===== src/sv/pea_pkg.sv =====
package pea_pkg;

    localparam int CmdW      = 3;
    localparam int PosW      = 32;
    localparam int UnitsW    = 16;
    localparam int RawW      = 16;
    localparam int RestW     = 18;
    localparam int BtnW      = 3;
    localparam int AccW      = 32;
    localparam int InDataW   = 88;
    localparam int OutDataW  = 176;

    // |rest + raw| stays below 2^17, so the quotient magnitude needs 17 bits
    localparam int DivSteps  = 17;
    localparam int DivCntW   = $clog2(DivSteps);

    localparam logic [UnitsW-1:0] UnitsReset = 16'd120;

    localparam logic [CmdW-1:0] CMD_BEGIN   = 3'd0;
    localparam logic [CmdW-1:0] CMD_MOVE    = 3'd1;
    localparam logic [CmdW-1:0] CMD_PRESS   = 3'd2;
    localparam logic [CmdW-1:0] CMD_RELEASE = 3'd3;
    localparam logic [CmdW-1:0] CMD_CANCEL  = 3'd4;
    localparam logic [CmdW-1:0] CMD_WHEEL   = 3'd5;

    typedef enum logic [2:0] {
        ST_IDLE,
        ST_EXEC,
        ST_DIV,
        ST_FIN,
        ST_DONE
    } pea_state_t;

    typedef struct packed {
        logic load_in;
        logic div_start;
        logic div_step;
        logic apply;
        logic load_out;
    } pea_cmd_t;

    typedef struct packed {
        logic wheel_div;
    } pea_sts_t;

    function automatic logic signed [AccW-1:0] sat32(input logic signed [AccW+1:0] v);
        logic signed [AccW-1:0] r;
        if (v[AccW+1:AccW-1] == 3'b000 || v[AccW+1:AccW-1] == 3'b111) begin
            r = v[AccW-1:0];
        end else if (v[AccW+1]) begin
            r = {1'b1, {(AccW-1){1'b0}}};
        end else begin
            r = {1'b0, {(AccW-1){1'b1}}};
        end
        return r;
    endfunction

endpackage


===== src/sv/pea_ctrl.sv =====
module pea_ctrl
    import pea_pkg::*;
(
    input  logic     aclk,
    input  logic     aresetn,
    input  logic     s_tvalid,
    output logic     s_tready,
    output logic     m_tvalid,
    input  logic     m_tready,
    input  pea_sts_t sts,
    output pea_cmd_t cmd
);

    pea_state_t          state_reg, state_next;
    logic [DivCntW-1:0]  cnt_reg, cnt_next;
    logic                m_tvalid_reg, m_tvalid_next;
    logic                out_free;
    logic                cnt_last;

    assign out_free = !m_tvalid_reg || m_tready;
    assign cnt_last = (cnt_reg == DivCntW'(DivSteps - 1));

    always_comb begin
        state_next = state_reg;
        unique case (state_reg)
            ST_IDLE: if (s_tvalid) state_next = ST_EXEC;
            ST_EXEC: state_next = sts.wheel_div ? ST_DIV : ST_DONE;
            ST_DIV:  if (cnt_last) state_next = ST_FIN;
            ST_FIN:  state_next = ST_DONE;
            ST_DONE: if (out_free) state_next = ST_IDLE;
            default: state_next = ST_IDLE;
        endcase
    end

    always_comb begin
        cmd      = '0;
        s_tready = 1'b0;
        unique case (state_reg)
            ST_IDLE: begin
                s_tready    = 1'b1;
                cmd.load_in = s_tvalid;
            end
            ST_EXEC: begin
                cmd.div_start = sts.wheel_div;
                cmd.apply     = !sts.wheel_div;
            end
            ST_DIV:  cmd.div_step = 1'b1;
            ST_FIN:  cmd.apply    = 1'b1;
            ST_DONE: cmd.load_out = out_free;
            default: cmd = '0;
        endcase
    end

    always_comb begin
        cnt_next = cnt_reg;
        if (cmd.div_start) begin
            cnt_next = '0;
        end else if (cmd.div_step) begin
            cnt_next = cnt_reg + DivCntW'(1);
        end
        m_tvalid_next = m_tvalid_reg;
        if (cmd.load_out) begin
            m_tvalid_next = 1'b1;
        end else if (m_tready) begin
            m_tvalid_next = 1'b0;
        end
    end

    always_ff @(posedge aclk) begin
        if (!aresetn) begin
            state_reg    <= ST_IDLE;
            cnt_reg      <= '0;
            m_tvalid_reg <= 1'b0;
        end else begin
            state_reg    <= state_next;
            cnt_reg      <= cnt_next;
            m_tvalid_reg <= m_tvalid_next;
        end
    end

    assign m_tvalid = m_tvalid_reg;

endmodule


===== src/sv/pea_dpath.sv =====
module pea_dpath
    import pea_pkg::*;
(
    input  logic                aclk,
    input  logic                aresetn,
    input  logic [CmdW-1:0]     s_tuser,
    input  logic [InDataW-1:0]  s_tdata,
    input  logic                cfg_wr_en,
    input  logic [UnitsW-1:0]   cfg_wr_data,
    input  pea_cmd_t            cmd,
    output pea_sts_t            sts,
    output logic [OutDataW-1:0] m_tdata
);

    // latched item
    logic [CmdW-1:0]          cmd_reg;
    logic signed [PosW-1:0]   px_reg, py_reg;
    logic                     ins_reg;
    logic [BtnW-1:0]          btn_reg;
    logic signed [RawW-1:0]   raw_reg;

    logic [UnitsW-1:0]        units_reg;

    // tracker state
    logic signed [PosW-1:0]   sx_reg, sx_next, sy_reg, sy_next;
    logic                     inside_reg, inside_next;
    logic                     known_reg, known_next;
    logic [BtnW-1:0]          held_reg, held_next;
    logic [BtnW-1:0]          pressed_reg, pressed_next;
    logic [BtnW-1:0]          released_reg, released_next;
    logic signed [AccW-1:0]   mx_reg, mx_next, my_reg, my_next;
    logic signed [AccW-1:0]   ws_reg, ws_next;
    logic signed [RestW-1:0]  rest_reg, rest_next;
    logic                     acc_next;

    // divider
    logic                     neg_reg;
    logic [DivSteps-1:0]      dvd_reg;
    logic [UnitsW-1:0]        rem_reg;
    logic signed [RestW:0]    wsum;
    logic [RestW:0]           wmag;
    logic [UnitsW:0]          rem_sh;
    logic [UnitsW+1:0]        rem_diff;
    logic signed [RestW-1:0]  q_s, r_s;

    logic [BtnW-1:0]          bbit;
    logic signed [AccW+1:0]   dx_sum, dy_sum, ws_sum;

    logic [OutDataW-1:0]      out_reg;

    assign sts.wheel_div = (cmd_reg == CMD_WHEEL) && (units_reg != '0);

    always_ff @(posedge aclk) begin
        if (cmd.load_in) begin
            cmd_reg <= s_tuser;
            px_reg  <= s_tdata[31:0];
            py_reg  <= s_tdata[63:32];
            ins_reg <= s_tdata[64];
            btn_reg <= s_tdata[67:65];
            raw_reg <= s_tdata[83:68];
        end
    end

    always_ff @(posedge aclk) begin
        if (!aresetn) begin
            units_reg <= UnitsReset;
        end else if (cfg_wr_en) begin
            units_reg <= cfg_wr_data;
        end
    end

    // sign-magnitude restoring division of rest + raw by the step size
    assign wsum     = (RestW+1)'(rest_reg) + (RestW+1)'(raw_reg);
    assign wmag     = wsum[RestW] ? (RestW+1)'(-wsum) : (RestW+1)'(wsum);
    assign rem_sh   = {rem_reg, dvd_reg[DivSteps-1]};
    assign rem_diff = {1'b0, rem_sh} - {2'b00, units_reg};

    always_ff @(posedge aclk) begin
        if (cmd.div_start) begin
            neg_reg <= wsum[RestW];
            dvd_reg <= wmag[DivSteps-1:0];
            rem_reg <= '0;
        end else if (cmd.div_step) begin
            if (!rem_diff[UnitsW+1]) begin
                rem_reg <= rem_diff[UnitsW-1:0];
                dvd_reg <= {dvd_reg[DivSteps-2:0], 1'b1};
            end else begin
                rem_reg <= rem_sh[UnitsW-1:0];
                dvd_reg <= {dvd_reg[DivSteps-2:0], 1'b0};
            end
        end
    end

    assign q_s = neg_reg ? -RestW'(dvd_reg) : RestW'(dvd_reg);
    assign r_s = neg_reg ? -RestW'(rem_reg) : RestW'(rem_reg);

    always_comb begin
        if (btn_reg >= BtnW'(1) && btn_reg <= BtnW'(3)) begin
            bbit = BtnW'(1) << (btn_reg - BtnW'(1));
        end else begin
            bbit = '0;
        end
    end

    assign dx_sum = (AccW+2)'(mx_reg) + (AccW+2)'(px_reg) - (AccW+2)'(sx_reg);
    assign dy_sum = (AccW+2)'(my_reg) + (AccW+2)'(py_reg) - (AccW+2)'(sy_reg);
    assign ws_sum = (AccW+2)'(ws_reg) + (AccW+2)'(q_s);

    always_comb begin
        sx_next       = sx_reg;
        sy_next       = sy_reg;
        inside_next   = inside_reg;
        known_next    = known_reg;
        held_next     = held_reg;
        pressed_next  = pressed_reg;
        released_next = released_reg;
        mx_next       = mx_reg;
        my_next       = my_reg;
        ws_next       = ws_reg;
        rest_next     = rest_reg;
        acc_next      = 1'b0;
        if (cmd.apply) begin
            unique case (cmd_reg)
                CMD_BEGIN: begin
                    mx_next       = '0;
                    my_next       = '0;
                    ws_next       = '0;
                    pressed_next  = '0;
                    released_next = '0;
                end
                CMD_MOVE: begin
                    if (known_reg) begin
                        mx_next = sat32(dx_sum);
                        my_next = sat32(dy_sum);
                    end
                    sx_next     = px_reg;
                    sy_next     = py_reg;
                    inside_next = ins_reg;
                    known_next  = 1'b1;
                end
                CMD_PRESS: begin
                    if (bbit != '0 && (held_reg & bbit) == '0) begin
                        held_next    = held_reg | bbit;
                        pressed_next = pressed_reg | bbit;
                        acc_next     = 1'b1;
                    end
                end
                CMD_RELEASE: begin
                    if (bbit != '0 && (held_reg & bbit) != '0) begin
                        held_next     = held_reg & ~bbit;
                        released_next = released_reg | bbit;
                        acc_next      = 1'b1;
                    end
                end
                CMD_CANCEL: begin
                    released_next = released_reg | held_reg;
                    held_next     = '0;
                    inside_next   = 1'b0;
                    known_next    = 1'b0;
                end
                CMD_WHEEL: begin
                    if (units_reg != '0) begin
                        ws_next   = sat32(ws_sum);
                        rest_next = r_s;
                    end
                end
                default: ;
            endcase
        end
    end

    always_ff @(posedge aclk) begin
        if (!aresetn) begin
            sx_reg       <= '0;
            sy_reg       <= '0;
            inside_reg   <= 1'b0;
            known_reg    <= 1'b0;
            held_reg     <= '0;
            pressed_reg  <= '0;
            released_reg <= '0;
            mx_reg       <= '0;
            my_reg       <= '0;
            ws_reg       <= '0;
            rest_reg     <= '0;
        end else begin
            sx_reg       <= sx_next;
            sy_reg       <= sy_next;
            inside_reg   <= inside_next;
            known_reg    <= known_next;
            held_reg     <= held_next;
            pressed_reg  <= pressed_next;
            released_reg <= released_next;
            mx_reg       <= mx_next;
            my_reg       <= my_next;
            ws_reg       <= ws_next;
            rest_reg     <= rest_next;
        end
    end

    // accepted flag is held from apply until the result is loaded
    logic acc_reg;
    always_ff @(posedge aclk) begin
        if (cmd.apply) begin
            acc_reg <= acc_next;
        end
    end

    always_ff @(posedge aclk) begin
        if (cmd.load_out) begin
            out_reg <= {4'b0000, known_reg, inside_reg, sy_reg, sx_reg, held_reg,
                        released_reg, pressed_reg, ws_reg, my_reg, mx_reg, acc_reg};
        end
    end

    assign m_tdata = out_reg;

endmodule


===== src/sv/pointer_event_accumulator_core.sv =====
// Channel | Ports                              | Contents
// --------+------------------------------------+-----------------------------------------
// input   | s_tvalid s_tready s_tuser s_tdata  | cmd; pos_x pos_y inside_req button raw_wheel
// result  | m_tvalid m_tready m_tdata          | one result per input transfer
// config  | cfg_wr_en cfg_wr_data              | wheel_units_per_step
//
// One item at a time; a wheel command with a nonzero step size also runs the 17 steps
// of the bit-serial remainder divider. The next item is taken while the previous result
// still waits in the output register. aresetn is synchronous and active low; it clears
// all tracker state and sets the step size to 120.
// A stalled result blocks the following item only once that item is finished.
module pointer_event_accumulator_core
    import pea_pkg::*;
(
    input  logic                aclk,
    input  logic                aresetn,
    input  logic                s_tvalid,
    output logic                s_tready,
    input  logic [CmdW-1:0]     s_tuser,     // cmd
    // pos_x[31:0], pos_y[63:32], inside_req[64], button[67:65], raw_wheel[83:68]
    input  logic [InDataW-1:0]  s_tdata,
    output logic                m_tvalid,
    input  logic                m_tready,
    // accepted[0], frame_dx[32:1], frame_dy[64:33], frame_wheel[96:65],
    // pressed_mask[99:97], released_mask[102:100], held_mask[105:103],
    // cur_x[137:106], cur_y[169:138], is_inside[170], valid_position[171]
    output logic [OutDataW-1:0] m_tdata,
    input  logic                cfg_wr_en,
    input  logic [UnitsW-1:0]   cfg_wr_data
);

    pea_cmd_t cmd;
    pea_sts_t sts;

    pea_ctrl u_ctrl (
        .aclk     (aclk),
        .aresetn  (aresetn),
        .s_tvalid (s_tvalid),
        .s_tready (s_tready),
        .m_tvalid (m_tvalid),
        .m_tready (m_tready),
        .sts      (sts),
        .cmd      (cmd)
    );

    pea_dpath u_dpath (
        .aclk        (aclk),
        .aresetn     (aresetn),
        .s_tuser     (s_tuser),
        .s_tdata     (s_tdata),
        .cfg_wr_en   (cfg_wr_en),
        .cfg_wr_data (cfg_wr_data),
        .cmd         (cmd),
        .sts         (sts),
        .m_tdata     (m_tdata)
    );

endmodule


===== config.mk =====
export PLATFORM = sky130hd
export DESIGN_NAME = pointer_event_accumulator_core
export DESIGN_NICKNAME = d
export VERILOG_FILES = /design/src/sv/pea_pkg.sv /design/src/sv/pea_ctrl.sv /design/src/sv/pea_dpath.sv /design/src/sv/pointer_event_accumulator_core.sv
export SDC_FILE = /design/constraint.sdc
export NUM_CORES = 1
export LEC_CHECK = 0
export BUFFER_PORTS_ARGS = -buffer_cell sky130_fd_sc_hd__buf_2
export CAP_MARGIN = 20
export CORE_ASPECT_RATIO = 0.9
export CORE_MARGIN = 3
export CORE_UTILIZATION = 30
export CTS_BUF_LIST = sky130_fd_sc_hd__clkbuf_4
export CTS_CLUSTER_SIZE = 14
export DETAILED_ROUTE_END_ITERATION = 7
export PLACE_DENSITY = 0.47
export SLEW_MARGIN = 10
export SYNTH_ARGS = -nofsm -noshare
export SYNTH_HDL_FRONTEND = slang
export SYNTH_SLANG_ARGS = --single-unit

===== constraint.sdc =====
create_clock -name aclk -period 28.7 [get_ports aclk]
set_input_delay 5.74 -clock aclk [delete_from_list [all_inputs] [get_ports aclk]]
set_output_delay 5.74 -clock aclk [all_outputs]
set_load 0.05 [all_outputs]

==> flow_summary.yaml <==
outcome:
  status: "complete, no violations"
worst_setup_path:
  cp_max_fo: 8
  end_kind: "primary output"
  crit_chain: "nor3_1 -> buf_2"
  path_delay_family: "simple AND/OR/NAND/NOR gates"
  required_ns: 22.96
  critical_path_buf_inv_count: 1
  criticalPathCategory: "register to primary output"
  arrival_ns: 2.20
  crit_slowest_cell: "nor3_1"
  critPathLaunchType: "register"
  crit_path_max_incr_delay_ns: 0.45
  timing.rr.start: "u_dpath.dvd_reg[3]$_DFFE_PP_"
  startpoint: "u_ctrl.state_reg[1]$_SDFFE_PN0P_"
timing:
  hold_viol: 0
  max_slew_margin: 0.3186
  finalCritPeriodShare: 0.2765
  tightest_slew_ns: 1.022
  setup_violations: 0
  timing.setup.tns_ns: 0
  rsz0062_at_grt: "false"
  slew_viol_final: 0
  layout_min_cycle_time_ns: 7.936
  finClkSkew_ns: 0.08687
  fmax_mhz: 126.0
clocking:
  cts_buffers: 150
  cts_sinks: 508
  holdBufCountCts: 0
  ctsHtreeMaxLevel: 4
  cts.repair.resized: 0
  cts.reportedPaths.clkPinSlew_ns: 0.06
  cts_buffer_depth: 3
  cts_tree: "built"
  insertion_delay_ns: 1.01
  cts_setup_buffers: 0
  root_buffer: "clkbuf_4"
synthesis:
  syn_avg_cell_area_um2: 9.890
  synth-edff-count: 278
  ys.flop_type: "edfxtp_1"
  synth_seq_area_share: 0.4773
  ys_types: 96
  synthCells: 2744
  synth_area_um2: 27140
  synth.most_common_cell: "nand2_1"
  synth.top_cell.area_share: 0.3076
  async_flop_share: 0
  yosys.area.top_type: "edfxtp_1"
  synth_area_leaders: "edfxtp_1, dfxtp_1, ha_1"
  synth.ff_latch_count: 508
  synthTopCellsByCount: "nand2_1, inv_1, edfxtp_1, a21oi_1, dfxtp_1"
  yosysWarnings: 0
global_routing:
  top_usage_layer: "met2"
  antenna_found_initial: 10
  grt_max_degree: 76
  gr-usage-met2: 0.2327
  grt_first_pass_wirelength_um: 117300
  overflow: 0
  grt_usage: 0.1592
  gr-usage-met1: 0.2265
  grt_pass1_vias: 20630
  use_met3: 0.04408
floorplanning:
  rows: 104
  die_height_um: 291.3
  core-area_um2: 89530
  start_util: 0.3031
  die_w_um: 323.0
  io_pins: 290
  die-area_um2: 94110
pwr:
  p_clk_frac: 0.364
  comb_power_share: 0.222
  swShare: 0.3228
  pwr-share-seq: 0.414
  vdd_drop_max_mv: 0.02565
  p_sw_uw: 649.5
  power_density_nw_per_um2: 63.25
  power_leakage_uw: 0.01313
  intPower_uw: 1363
run:
  drv_cap: 0
routing:
  wire_per_inst_um: 17.03
  drc: 0
  vias_per_cell: 4.703
  wirelength_um: 75000
  vias: 20710
  ant_nets: 0
  drt_iter0_drc: 1170
  drt-pass1-iter-count: 5
place:
  routabilityCongestion: 0.8154
  hpwl_um: 52110
  post_dp_cell_area_um2: 29720
  io_buffers: 281
final_layout:
  final_area_um2: 31810
  area_growth_pct: 17.22
  nNetsFinal: 3418
  fillCellCount: 9260
  largest_reg_flops: 172
  drive_above_1_share: 0.1854
hold_path:
  min_from: "u_dpath.inside_reg$_SDFFE_PN0P_"
  hold_path_class: "register to register"
==> cell type report <==
type                            instances  area, um2  share of cell area
Timing Repair Buffer                  300       1567             0.04925
Multi-Input combinational cell       1807      12520              0.3936
Clock inverter                         52      326.6             0.01027
Inverter                              331       1245             0.03914
Sequential cell                       508      12950              0.4072
Tap cell                             1166       1459             0.04586
Clock buffer                          228       1712             0.05381
Antenna cell                           11      27.53           0.0008654
==> metrics by stage <==
| step | instances | worst slack [ns] | hold slack (ns) | util | total power [uW] |
|---|---|---|---|---|---|
| final | 4403 | 20.76 | 0.4289 | 0.3553 | 2012 |
| after detailed placement | 4111 | 20.54 | 0.4210 | 0.3319 | 1298 |
| after global placement | 4110 | 20.58 | 0.4113 | 0.3319 | 1298 |
| after floorplan | 2747 | 15.04 | 0.4003 | - | 1187 |
| after global routing | 4400 | 20.52 | 0.4500 | 0.3552 | 2152 |
| after CTS | 4391 | 20.50 | 0.4293 | 0.3547 | 2058 |
==> metal layers <==
| metal | part of all wire | vias to the layer above |
|---|---|---|
| met5 | 0.00052 | - |
| met4 | 0.017 | 6 |
| li1 | - | 10440 |
| met2 | 0.42 | 459 |
| met3 | 0.061 | 118 |
| met1 | 0.50 | 9691 |
==> cell usage in the layout, fill, tap and decap left out, types with 67 or more instances in the layout <==
master	instances
nand2_1	349
inv_1	329
buf_2	282
edfxtp_1	278
a21oi_1	231
dfxtp_1	230
clkbuf_4	228
nor2_1	160
ha_1	141
o21ai_0	108
xnor2_1	95
fa_1	67
==> cells by family after synthesis <==
group,share of synthesized area
mux,0.01263
buf+inv,0.06298
simple gates,0.1155
compound gates,0.1679
other cells,0.0001382
xor+xnor,0.04873
fa+ha+maj,0.1148
flops,0.4773
==> final timing paths <==
path	cells past startpoint	end	slack, ns
hold reg to reg	0	u_dpath.m_tdata[170]$_DFFE_PP_	0.43
setup / recovery	2	s_tready	20.76
hold / removal	0	u_dpath.m_tdata[170]$_DFFE_PP_	0.43
setup reg to reg	16	u_dpath.ws_reg[29]$_SDFFE_PN0P_	23.12
==> power groups by stage <==
stage | sequential, uW | combinational (uW) | clock (uW)
6_report | 834 | 446 | 732
5_1_grt | 838 | 499 | 815
4_1_cts | 834 | 451 | 773
3_5_place_dp | 850 | 448 | 0
3_3_place_gp | 850 | 448 | 0
2_1_floorplan | 874 | 313 | 0
==> worst register-to-register path, stage by stage (launching register included) <==
cell,delay [ns]
edfxtp_1,0.44
or3_1,0.44
or3b_2,0.49
or3_1,0.37
o31ai_1,0.39
xnor2_1,0.23
ha_1,0.35
and4_4,0.21
a221oi_2,0.22
o21ai_1,0.09
a21oi_1,0.36
a31oi_1,0.16
a211o_1,0.36
a2111o_1,0.44
o311ai_2,0.15
and4_4,0.58
a221o_1,0.18
No activity file was read; power rests on OpenSTA's default activity.
